[src/hdl/lmoc_pkg.sv]
// Package for the LED mode and one-shot controller.
// Holds shared types, codes, constants and the time clamp; no dependencies.
package lmoc_pkg;

  localparam int unsigned MaxLeds  = 10;
  localparam int unsigned LedAw    = 4;
  localparam logic [14:0] TimeMax  = 15'h7fff;
  localparam logic [14:0] TimeMin  = 15'd50;

  typedef enum logic [3:0] {
    ACT_LEVEL  = 4'd0,
    ACT_COLOR  = 4'd1,
    ACT_ON     = 4'd2,
    ACT_OFF    = 4'd3,
    ACT_BLINK  = 4'd4,
    ACT_BREATH = 4'd5,
    ACT_PULSE  = 4'd6,
    ACT_SHOT   = 4'd7,
    ACT_STATUS = 4'd8,
    ACT_TICK   = 4'd9
  } action_e;

  typedef enum logic [2:0] {
    KIND_ONOFF  = 3'd0,
    KIND_BLINK  = 3'd1,
    KIND_BREATH = 3'd2,
    KIND_LEVEL  = 3'd3,
    KIND_COLOR  = 3'd4,
    KIND_STATUS = 3'd5,
    KIND_ERROR  = 3'd6
  } kind_e;

  localparam logic [1:0] ModeOff    = 2'd0;
  localparam logic [1:0] ModeOn     = 2'd1;
  localparam logic [1:0] ModeBlink  = 2'd2;
  localparam logic [1:0] ModeBreath = 2'd3;

  typedef struct packed {
    logic [1:0]  mode;
    logic [7:0]  level;
    logic [23:0] color;
    logic [14:0] on_ms;
    logic [14:0] off_ms;
  } setting_t;

  // One LED entry: wanted, shown, pulse.
  typedef struct packed {
    setting_t    want;
    setting_t    shown;
    logic        armed;
    logic [31:0] start;
  } entry_t;

  localparam int unsigned EntryW = $bits(entry_t);

  typedef struct packed {
    logic [2:0]  kind;
    logic [3:0]  target;
    logic        turn_on;
    logic [1:0]  mode;
    logic [7:0]  level;
    logic [23:0] color;
    logic [14:0] on_ms;
    logic [14:0] off_ms;
    logic        present;
    logic        last;
  } result_t;

  typedef enum logic [2:0] {
    ST_CLEAR, ST_IDLE, ST_READ, ST_EXEC, ST_EMIT, ST_WRITE
  } state_e;

  function automatic logic [14:0] clamp_time(input logic [15:0] t);
    if (t < {1'b0, TimeMin}) return TimeMin;
    if (t > {1'b0, TimeMax}) return TimeMax;
    return t[14:0];
  endfunction

endpackage

[src/hdl/led_mode_oneshot_controller_unit.sv]
// Top level of the LED mode and one-shot controller.
// Uses lmoc_pkg and one lmoc_ram holding all per-LED state.
//
// After reset a clearing pass zeroes all 16 entries of the LED memory; no
// item is taken meanwhile. A command passes through accept, read, execute
// and write back; a status or error result must be taken before the next
// item is accepted. A tick walks the LEDs, each through read, execute, two
// or four emit phases and write back. Each tick result waits in a one-entry
// slot until the next result or the end of the walk shows whether it is the
// last one, then leaves through the output register and waits for
// m_axis_tready. The single memory read port sets the pace.
module led_mode_oneshot_controller_unit
  import lmoc_pkg::*;
(
  input  logic        clk_i,
  input  logic        rst_ni,
  input  logic        s_axis_tvalid,
  output logic        s_axis_tready,
  // action[3:0], led[7:4], level[15:8], red[23:16], green[31:24],
  // blue[39:32], on_time[55:40], off_time[71:56], elapsed_ms[87:72]
  input  logic [87:0] s_axis_tdata,
  input  logic        cfg_valid_i,
  output logic        cfg_ready_o,
  input  logic [3:0]  cfg_data_i,
  output logic        m_axis_tvalid,
  input  logic        m_axis_tready,
  // kind[2:0], target[6:3], turn_on[7], mode_out[9:8], level_out[17:10],
  // red_out[25:18], green_out[33:26], blue_out[41:34], on_ms_out[56:42],
  // off_ms_out[71:57], present[72]; zero up to bit 79
  output logic [79:0] m_axis_tdata,
  output logic        m_axis_tlast
);
  state_e      state_q, state_d;
  logic [87:0] in_q;
  logic [3:0]  cnt_q, cnt_d;
  logic [3:0]  idx_q, idx_d;
  logic [31:0] clk_ms_q, clk_ms_d;
  logic [3:0]  led_count_q;
  entry_t      ent_q, ent_d;
  logic [2:0]  ph_q, ph_d;
  logic        ovalid_q, ovalid_d;
  result_t     ores_q, ores_d;
  logic        pend_q, pend_d;
  result_t     pres_q, pres_d;
  result_t     nres;
  logic        nvalid;

  logic        we;
  logic [3:0]  waddr, raddr;
  logic [EntryW-1:0] wdata, rdata;

  lmoc_ram #(.Width(EntryW), .Depth(16)) u_ram (
    .clk_i, .we_i(we), .waddr_i(waddr), .wdata_i(wdata),
    .raddr_i(raddr), .rdata_o(rdata)
  );

  logic [3:0]  act, led, count;
  logic [31:0] dlt, cyc;
  logic [1:0]  emode;
  entry_t      re;
  logic        last_led;

  assign act = in_q[3:0];
  assign led = in_q[7:4];
  assign count = (led_count_q > 4'(MaxLeds)) ? 4'(MaxLeds) : led_count_q;
  assign re = entry_t'(rdata);
  assign cfg_ready_o = (state_q == ST_IDLE) && !ovalid_q && !pend_q;
  assign s_axis_tready = (state_q == ST_IDLE) && !ovalid_q && !pend_q;
  assign m_axis_tvalid = ovalid_q;
  assign m_axis_tlast = ores_q.last;
  assign m_axis_tdata = {7'd0, ores_q.present, ores_q.off_ms, ores_q.on_ms,
                         ores_q.color[7:0], ores_q.color[15:8], ores_q.color[23:16],
                         ores_q.level, ores_q.mode, ores_q.turn_on, ores_q.target,
                         ores_q.kind};

  assign dlt = clk_ms_q - ent_q.start;
  assign cyc = {17'd0, ent_q.want.on_ms} + {17'd0, ent_q.want.off_ms};
  always_comb begin
    emode = ent_q.want.mode;
    if (ent_q.armed) begin
      if (dlt < {17'd0, ent_q.want.on_ms}) emode = ModeOn;
      else if (dlt < cyc) emode = ModeOff;
      else emode = ModeOn;
    end
  end

  always_comb begin
    state_d = state_q;
    cnt_d = cnt_q;
    idx_d = idx_q;
    clk_ms_d = clk_ms_q;
    ent_d = ent_q;
    ph_d = ph_q;
    ovalid_d = ovalid_q && !m_axis_tready;
    ores_d = ores_q;
    pend_d = pend_q;
    pres_d = pres_q;
    nres = '0;
    nvalid = 1'b0;
    we = 1'b0;
    waddr = idx_q;
    wdata = ent_q;
    raddr = idx_q;
    last_led = (idx_q + 4'd1 >= count);
    case (state_q)
      ST_CLEAR: begin
        we = 1'b1;
        waddr = cnt_q;
        wdata = '0;
        cnt_d = cnt_q + 4'd1;
        if (cnt_q == 4'd15) state_d = ST_IDLE;
      end
      ST_IDLE: begin
        if (pend_q) begin
          // The walk has ended, so the waiting tick result is the last one.
          if (!ovalid_q || m_axis_tready) begin
            ores_d = pres_q;
            ores_d.last = 1'b1;
            ovalid_d = 1'b1;
            pend_d = 1'b0;
          end
        end else if (s_axis_tvalid && s_axis_tready) begin
          if (s_axis_tdata[3:0] == ACT_TICK) begin
            clk_ms_d = clk_ms_q + {16'd0, s_axis_tdata[87:72]};
            idx_d = '0;
            if (count == 4'd0) state_d = ST_IDLE;
            else state_d = ST_READ;
          end else if (s_axis_tdata[7:4] >= 4'(MaxLeds) || s_axis_tdata[3:0] > ACT_TICK) begin
            ores_d = '0;
            ores_d.kind = KIND_ERROR;
            ores_d.target = s_axis_tdata[7:4];
            ores_d.last = 1'b1;
            ovalid_d = 1'b1;
          end else begin
            idx_d = s_axis_tdata[7:4];
            state_d = ST_READ;
          end
        end
      end
      ST_READ: begin
        state_d = ST_EXEC;
      end
      ST_EXEC: begin
        ent_d = re;
        ph_d = '0;
        if (act == ACT_TICK) begin
          state_d = ST_EMIT;
        end else begin
          state_d = ST_WRITE;
          case (act)
            ACT_LEVEL: begin
              if (in_q[15:8] == 8'd0) ent_d.want.mode = ModeOff;
              else begin
                if (re.want.mode == ModeOff) ent_d.want.mode = ModeOn;
                ent_d.want.level = in_q[15:8];
              end
            end
            ACT_COLOR: if (in_q[39:16] != 24'd0)
              ent_d.want.color = {in_q[23:16], in_q[31:24], in_q[39:32]};
            ACT_ON: begin ent_d.armed = 1'b0; ent_d.want.mode = ModeOn; end
            ACT_OFF: begin ent_d.armed = 1'b0; ent_d.want.mode = ModeOff; end
            ACT_BLINK, ACT_BREATH: begin
              ent_d.armed = 1'b0;
              ent_d.want.mode = (act == ACT_BLINK) ? ModeBlink : ModeBreath;
              ent_d.want.on_ms = clamp_time(in_q[55:40]);
              ent_d.want.off_ms = clamp_time(in_q[71:56]);
            end
            ACT_PULSE: begin
              ent_d.armed = 1'b1;
              ent_d.want.on_ms = clamp_time(in_q[55:40]);
              ent_d.want.off_ms = clamp_time(in_q[71:56]);
            end
            ACT_SHOT: ph_d = 3'd1;
            ACT_STATUS: begin
              ores_d = '0;
              ores_d.kind = KIND_STATUS;
              ores_d.target = led;
              ores_d.mode = re.shown.mode;
              ores_d.level = re.shown.level;
              ores_d.color = re.shown.color;
              ores_d.on_ms = re.shown.on_ms;
              ores_d.off_ms = re.shown.off_ms;
              ores_d.present = (led < led_count_q);
              ores_d.last = 1'b1;
              ovalid_d = 1'b1;
            end
            default: ;
          endcase
        end
      end
      ST_EMIT: begin
        // Phases: 0 mode, 1 level, 2 color, 3 write back.
        if (!pend_q || !ovalid_q || m_axis_tready) begin
          nres.target = idx_q;
          case (ph_q)
            3'd0: begin
              ph_d = 3'd1;
              if (emode != ent_q.shown.mode) begin
                ent_d.shown.mode = emode;
                nvalid = 1'b1;
                if (emode == ModeOff || emode == ModeOn) begin
                  nres.kind = KIND_ONOFF;
                  nres.turn_on = (emode == ModeOn);
                end else begin
                  nres.kind = (emode == ModeBlink) ? KIND_BLINK : KIND_BREATH;
                  nres.on_ms = ent_q.want.on_ms;
                  nres.off_ms = ent_q.want.off_ms;
                  ent_d.shown.on_ms = ent_q.want.on_ms;
                  ent_d.shown.off_ms = ent_q.want.off_ms;
                end
                if (emode == ModeOff) ph_d = 3'd3;
              end
            end
            3'd1: begin
              ph_d = 3'd2;
              if (ent_q.want.level != ent_q.shown.level) begin
                ent_d.shown.level = ent_q.want.level;
                nres.kind = KIND_LEVEL;
                nres.level = ent_q.want.level;
                nvalid = 1'b1;
              end
            end
            3'd2: begin
              ph_d = 3'd3;
              if (ent_q.want.color != ent_q.shown.color) begin
                ent_d.shown.color = ent_q.want.color;
                nres.kind = KIND_COLOR;
                nres.color = ent_q.want.color;
                nvalid = 1'b1;
              end
            end
            default: begin
              state_d = ST_WRITE;
            end
          endcase
          if (nvalid) begin
            if (pend_q) begin
              ores_d = pres_q;
              ovalid_d = 1'b1;
            end
            pres_d = nres;
            pend_d = 1'b1;
          end
        end
      end
      ST_WRITE: begin
        we = 1'b1;
        if (act == ACT_SHOT && ph_q == 3'd1 && (dlt > cyc || !ent_q.armed))
          wdata = entry_t'{want: ent_q.want, shown: ent_q.shown, armed: ent_q.armed,
                           start: clk_ms_q};
        if (act == ACT_TICK && !last_led) begin
          idx_d = idx_q + 4'd1;
          state_d = ST_READ;
        end else begin
          state_d = ST_IDLE;
        end
      end
      default: state_d = ST_IDLE;
    endcase
  end

  always_ff @(posedge clk_i or negedge rst_ni) begin
    if (!rst_ni) begin
      state_q <= ST_CLEAR;
      cnt_q <= '0;
      idx_q <= '0;
      clk_ms_q <= '0;
      led_count_q <= 4'(MaxLeds);
      ovalid_q <= 1'b0;
      ph_q <= '0;
      pend_q <= 1'b0;
    end else begin
      state_q <= state_d;
      cnt_q <= cnt_d;
      idx_q <= idx_d;
      clk_ms_q <= clk_ms_d;
      ovalid_q <= ovalid_d;
      ph_q <= ph_d;
      pend_q <= pend_d;
      if (cfg_valid_i && cfg_ready_o) led_count_q <= cfg_data_i;
    end
  end

  always_ff @(posedge clk_i) begin
    ent_q <= ent_d;
    ores_q <= ores_d;
    pres_q <= pres_d;
    if (state_q == ST_IDLE && s_axis_tvalid && s_axis_tready) in_q <= s_axis_tdata;
  end

  assert property (@(posedge clk_i) disable iff (!rst_ni)
    m_axis_tvalid && !m_axis_tready |=> $stable(m_axis_tdata))
    else $error("result changed while stalled");
  assert property (@(posedge clk_i) disable iff (!rst_ni)
    we |-> state_q == ST_WRITE || state_q == ST_CLEAR)
    else $error("memory written outside write back");
  assert property (@(posedge clk_i) disable iff (!rst_ni)
    s_axis_tready |-> !pend_q && state_q == ST_IDLE)
    else $error("item taken while busy");
endmodule

[src/hdl/lmoc_ram.sv]
// Generic single-port-write, single-read RAM with registered read data.
// No dependencies.
module lmoc_ram #(
  parameter int unsigned Width = 8,
  parameter int unsigned Depth = 16
) (
  input  logic                     clk_i,
  input  logic                     we_i,
  input  logic [$clog2(Depth)-1:0] waddr_i,
  input  logic [Width-1:0]         wdata_i,
  input  logic [$clog2(Depth)-1:0] raddr_i,
  output logic [Width-1:0]         rdata_o
);
  logic [Width-1:0] mem_q [Depth];

  always_ff @(posedge clk_i) begin
    if (we_i) begin
      mem_q[waddr_i] <= wdata_i;
    end
    rdata_o <= mem_q[raddr_i];
  end
endmodule

[config.mk]
export PLATFORM = sky130hd
export DESIGN_NAME = led_mode_oneshot_controller_unit
export DESIGN_NICKNAME = d
export VERILOG_FILES = /design/src/hdl/lmoc_pkg.sv /design/src/hdl/led_mode_oneshot_controller_unit.sv /design/src/hdl/lmoc_ram.sv
export SDC_FILE = /design/constraint.sdc
export NUM_CORES = 2
export LEC_CHECK = 0
export BUFFER_PORTS_ARGS = -buffer_cell sky130_fd_sc_hd__buf_2
export CAP_MARGIN = 10
export CORE_ASPECT_RATIO = 0.75
export CORE_MARGIN = 10
export CORE_UTILIZATION = 50
export DETAILED_ROUTE_END_ITERATION = 10
export GPL_TIMING_DRIVEN = 0
export PLACE_DENSITY = 0.64
export SYNTH_ARGS = -nofsm -noshare
export SYNTH_HDL_FRONTEND = slang
export SYNTH_SLANG_ARGS = --single-unit
[constraint.sdc]
create_clock -name clk_i -period 12.8 [get_ports clk_i]
set_clock_uncertainty 0.2 [all_clocks]
set_input_delay 2.56 -clock clk_i [delete_from_list [all_inputs] [get_ports clk_i]]
set_output_delay 2.56 -clock clk_i [all_outputs]
set_load 0.03 [all_outputs]
-- Word-level counts from Yosys, hierarchy flattened
Memories as Yosys holds them, arrays and structs flattened. A register that Yosys moved wholly into a read port is not among the register bits.
Cells that the tools add are included.
- add/sub/neg operators: 5
- order comparisons: 12
- eq/ne operators: 46
- muxes and demuxes: 140
- bitwise operators: 3
- reduce and logical (&&, ||, !) cells: 52
- operators with widths (cell ; count):
    74-bit two-way mux ; 10
    161-bit case mux with 2 select lines ; 1
    74-bit case mux with 3 select lines ; 1
    15-bit two-way mux ; 12
    64-bit two-way mux ; 2
    64-bit case mux with 2 select lines ; 1
    24-bit two-way mux ; 4
    30-bit two-way mux ; 3
    1-bit two-way mux ; 61
    30-bit case mux with 2 select lines ; 1
    32-bit by 16-bit adder with 32-bit output ; 1
    16-bit by 15-bit > comparator with 1-bit output (second input constant) ; 2
    32-bit by 16-bit > comparator with 1-bit output ; 1
    16-bit by 6-bit < comparator with 1-bit output (second input constant) ; 2
    32-bit by 15-bit < comparator with 1-bit output ; 1
    32-bit by 16-bit < comparator with 1-bit output ; 1
    32-bit two-way mux ; 1
    8-bit two-way mux ; 4
    32-bit subtractor ; 1
    3-bit two-way mux ; 10
    4-bit two-way mux ; 7
    2-bit inequality test (second input constant) ; 14
    2-bit two-way mux ; 12
    24-bit inequality test ; 1
    other kinds (47) ; 104
- register bits: 429
- memory bits (writable): 2576
- input bits: 97
- word-level logic and storage cells: 297
- memories kept: 1
- memory list (memory ; depth ; width ; read ports ; clocked after Yosys merged registers in ; wr ports ; line ; source):
    u_ram.mem_q ; 16 ; 161 ; 1 ; 1 ; 1 ; lmoc_ram.sv:14 ; logic [Width-1:0] mem_q [Depth];

-- Depth between registers and ports, before layout
- depth in word-level cells: 13
- depth in mapped cells: 23
- gate-level depth less buffers: 22

-- Modules after synthesis
From an unflattened synthesis, not the netlist that was laid out.
- cells, all modules: 6313
- area total of the unflattened synthesis: 122984.2 sq um
- by module, submodules not included (module ; instances ; cells each ; area each (sq um) ; seq. area each (sq um)):
    lmoc_ram ; 1 ; 4208 ; 99898.3 ; 80577.3
    led_mode_oneshot_controller_unit ; 1 ; 2105 ; 23085.9 ; 12599.6

-- Least setup slack after synthesis
Ideal clock, no wire load.
- path kind: register to register
- start point: register idx_q[0]
- end point: memory u_ram.mem_q[1][0] in the netlist's numbering, enable pin
- library setup time: 685 ps
- data arrival time: 8706 ps
- data required time: 11915 ps
- path slack: 3209 ps
- cell stages (with the launch flop): 8
- path buffers: 4
- clock period less this slack: 9591 ps
- cells stage by stage: dfrtp_1 clkbuf_1 clkbuf_1 buf_1 clkbuf_1 nor3b_1 a31oi_1 nor2_1
- longest elaborated chain between the ends: 1
- RTL lines (element ; line ; source):
    start: declaration ; led_mode_oneshot_controller_unit.sv:36 ; logic [3:0] idx_q, idx_d;
    start signal: assignment ; led_mode_oneshot_controller_unit.sv:275 ; idx_q <= idx_d;
    4-bit two-way mux ; led_mode_oneshot_controller_unit.sv:105 ; case (state_q)
    end: declaration ; lmoc_ram.sv:14 ;
Every way passes these cells.

-- Worst setup path after layout
- start point: register ent_q[112] in the netlist's numbering
- end point: register ent_q[38] in the netlist's numbering, enable pin
- longest elaborated chain between the ends: 9
- RTL lines (element ; line ; source):
    start: declaration ; led_mode_oneshot_controller_unit.sv:39 ; entry_t ent_q, ent_d;
    start signal: assignment ; led_mode_oneshot_controller_unit.sv:285 ; ent_q <= ent_d;
    15-bit by 15-bit adder with 16-bit output ; led_mode_oneshot_controller_unit.sv:77 ; assign cyc = {17'd0, ent_q.want.on_ms} + {17'd0, ent_q.want.off_ms};
    32-bit by 16-bit < comparator with 1-bit output ; led_mode_oneshot_controller_unit.sv:82 ; else if (dlt < cyc) emode = ModeOff;
    1-bit two-way mux ; led_mode_oneshot_controller_unit.sv:82 ;
    1-bit two-way mux * ; led_mode_oneshot_controller_unit.sv:81 ; if (dlt < {17'd0, ent_q.want.on_ms}) emode = ModeOn;
    2-bit two-way mux * ; led_mode_oneshot_controller_unit.sv:80 ; if (ent_q.armed) begin
    2-bit by 1-bit == test with 1-bit output / 2-bit zero test (equally long branches) ; led_mode_oneshot_controller_unit.sv:201 ; if (emode == ModeOff || emode == ModeOn) begin
    1-bit logical OR ; led_mode_oneshot_controller_unit.sv:201 ;
    2-bit inequality test (no source line) ; n/a ;
    5-bit AND reduction (no source line) * ; n/a ;
Mark *: on every way between the ends. The rest lies on a longest branch, timed or not.
A chain may end at the register's enable or synchronous reset.

==> results.yml <==
outcome:
  run_status: "complete, no violations"
worst_hold_path:
  hold_class: "reg -> reg"
placement:
  port_buffers: 173
  gp_congestion: 0.942
  dp.cells: 10680
  dp_hpwl_microns: 269000
critical_path:
  cp_top_family: "compound AO/OA/AOI/OAI gates"
  end_kind: "register"
  crit_chain: "ha_1 > fa_1 > a21o_1 > a21oi_1 > o21bai_1 > a21oi_1 > o21bai_1 > a21oi_1 > o21bai_1 > a2111o_1 > a31o_2 > a21oi_1 > xor2_1 > ha_1 > o21ai_0 > a21oi_1 > a2111oi_0 > nand4_4 > a2111oi_4 > buf_6 > nor2_1 > a21oi_4 > buf_16"
  cpPeakStageDelay_ps: 730
  cp_common_cell: "a21oi_1"
  cp.required_ps: 13180
  crit_type: "reg -> reg"
  start_kind: "register"
  crit_path_max_fanout: 17
  cp_slowest_cell: "a2111oi_0"
  worst_ep_arrival_time_ps: 7850
  crit_buf_inv: 2
power_and_ir_drop:
  p_leak_nw: 49.5
  vdd_drop_max_uv: 159
  power_density_nw_per_um2: 260
sta:
  relSlewSlack_pct: 2.69
  setup_viol: 0
  finalCritPeriodShare_pct: 58.4
  worst_pin_slew_ps: 1460
  rsz0062_at_grt: "no"
  drv_slew: 0
  post-route-min-period_ps: 7470
  fmax_mhz: 134
  setup_tns_ps: 0
  hold_violations: 0
clock_network:
  insertion_delay_ps: 900
  clk_pin_slew_ps: 60
  ctsHoldBuffers: 0
  clock_sinks: 3165
  tritoncts: "done"
  cts_resized: 0
  post_cts_buffers: 0
  clockRootBuffer: "clkbuf_16"
  cts_buffers: 307
  cts_max_path_buffers: 4
  htree_levels: 5
drt:
  dr.pass1.iters: 6
  drcViolationCount: 0
  vias: 71799
  ant_nets: 0
  drt_iter0_drc: 11075
  vias_per_cell: 6.36
  wl_per_cell_microns: 34.4
  routed_wirelength_microns: 388000
floorplan:
  coreArea_sq_um: 247000
  die_h_microns: 452
  dieArea_sq_um: 269000
  ios: 181
  start_util_pct: 50.3
  num_rows: 158
  die_w_microns: 596
global_route:
  gr-total-overflow: 0
  grt_pass1_wl_microns: 535000
  grt_start_max_net_pins: 50
  grt_pass1_vias: 68760
  antenna_found_initial: 27
  grt_usage_pct: 27.9
synthesis:
  syn_area_sq_um: 124000
  synth_most_common_cell: "edfxtp_1"
  synth_area_leaders: "edfxtp_1 (71%), mux4_2 (5.9%), mux2i_1 (4.0%)"
  yosys_warnings: 0
  syn_area_per_cell_sq_um: 17.6
  postSynthCellCount: 7054
  yosys.area.top_type: "edfxtp_1"
  synth.ff_latch_count: 3165
  synth_common_cells: "edfxtp_1 (2953), mux2i_1 (497), nand2_1 (465)"
  synth_edf_count: 2953
  async_flop_share_pct: 1.61
  synth.distinct_cells: 88
  synthFlopType: "edfxtp_1"
  synth.yosys.seq_area_share_pct: 75.0
  yosys.area.top_type_share_pct: 71.3
layout:
  fin_nets: 7934
  layout.cells.non_filler: 11284
  area.growth.synth_to_final_pct: 15.3
  drive_gt1_share_pct: 17.7
run:
  maxCapViolCount: 0
-- routing by layer --
| layer | GRT usage, % | routed length [microns] | up-vias |
|---|---|---|---|
| met4 | 11.2 | 18000 | 0 |
| met3 | 8.12 | 50400 | 721 |
| met1 | 40.1 | 153000 | 37159 |
| met5 | 0 | 0 | - |
| li1 | - | - | 29426 |
| met2 | 40.3 | 166000 | 4493 |
-- final timing paths --
kind | start | endpoint | slack [ps] | cells after the start
worst max-delay path | ent_q[112] | ent_q[38] | 5330 | 23
worst min-delay path | u_ram.rdata_o[14] | ent_q[14] | 200 | 0
worst max register to register | ent_q[112] | ent_q[38] | 5330 | 23
worst min register to register | u_ram.rdata_o[14] | ent_q[14] | 200 | 0
max in group asynchronous | rst_ni | cnt_q[1] | 10300 | 2
min in group asynchronous | rst_ni | led_count_q[0] | 1470 | 1
-- flip-flops by register name, indices dropped and copies added, names as in the netlist --
name and flops:
u_ram.mem_q 2576, pend_q 1, led_count_q 4, u_ram.rdata_o 161
m_axis_tdata 73, state_q 3, m_axis_tvalid 1, clk_ms_q 32
in_q 72, pres_q 70, cnt_q 4, ent_q 161
ph_q 2, m_axis_tlast 1, idx_q 4
-- where the power goes --
part	leakage, nW	internal (W)	total (W)	switching (W)
registers	28.9	0.0143	0.0151	0.000771
clock network	4.90	0.00518	0.00911	0.00393
logic	15.6	0.00403	0.0131	0.00903
-- cells by family (layout without fill, tap and decap cells) --
family,count (synthesis),after routing,share of synthesized area [%]
flops,3165,3165,75.0
compound gates,1216,1216,6.34
mux,1036,1036,11.8
simple gates,980,980,3.66
buf+inv,450,1370,1.43
fa+ha+maj,108,108,1.11
xor+xnor,98,98,0.691
other cells,1,31,0.00302
-- layout make-up --
class | count | area (sq um)
Antenna cell | 24 | 60.1
Buffer | 366 | 1490
Clock buffer | 421 | 8580
Clock inverter | 139 | 1440
Fill cell | 18300 | 104000
Inverter | 84 | 315
Multi-Input combinational cell | 3445 | 29500
Sequential cell | 3165 | 93200
Tap cell | 3280 | 4100
Timing Repair Buffer | 360 | 4560
-- per-stage QoR --
step	power (W)	util [%]	hold WS (ps)	setup slack (ps)	cell area, sq um
after floorplan	0.0222	-	186	3210	124000
after global placement	0.0277	52.3	188	-8840	129000
after detailed placement	0.0278	53.7	189	5590	133000
after CTS	0.0369	57.8	204	5530	143000
after global routing	0.0384	57.9	208	5190	143000
final	0.0373	57.9	202	5330	143000
-- worst register-to-register path: cells and delay by family (launching register included) --
| family | cells | cell delay, ps |
|---|---|---|
| adder cells (fa/ha/maj) | 3 | 1060 |
| AND/OR/NAND/NOR | 2 | 310 |
| flip-flops | 1 | 710 |
| XOR/XNOR | 1 | 180 |
| AO/OA/AOI/OAI | 15 | 4250 |
| buffers and inverters | 2 | 440 |
-- placed cells by master (no fill, tap or decap), types with 18 or more instances in the layout --
cell type,Yosys,layout
edfxtp_1,2953,2953
mux2i_1,497,497
nand2_1,465,465
o21ai_0,427,426
clkbuf_1,273,331
mux4_2,323,323
clkbuf_16,0,316
a21oi_1,235,234
mux2_2,188,188
buf_2,6,186
and2_1,184,183
a22oi_1,164,164
a221oi_1,162,162
dfxtp_1,161,161
nor2_1,173,150
buf_12,0,127
ha_1,105,105
inv_1,84,84
a22o_1,70,70
buf_1,72,69
xor2_1,58,58
clkinv_2,0,50
dfrtp_1,49,49
xnor2_1,40,40
clkinv_1,0,32
a21o_1,29,29
mux2_1,28,28
clkbuf_8,0,28
nor3_1,27,27
buf_16,0,27
diode_2,0,24
nor4_1,25,24
bufinv_16,0,22
nand4_1,21,21
buf_8,0,20
nand2b_1,18,18
clkbuf_2,0,18
Power figures use the tool's default switching activity.
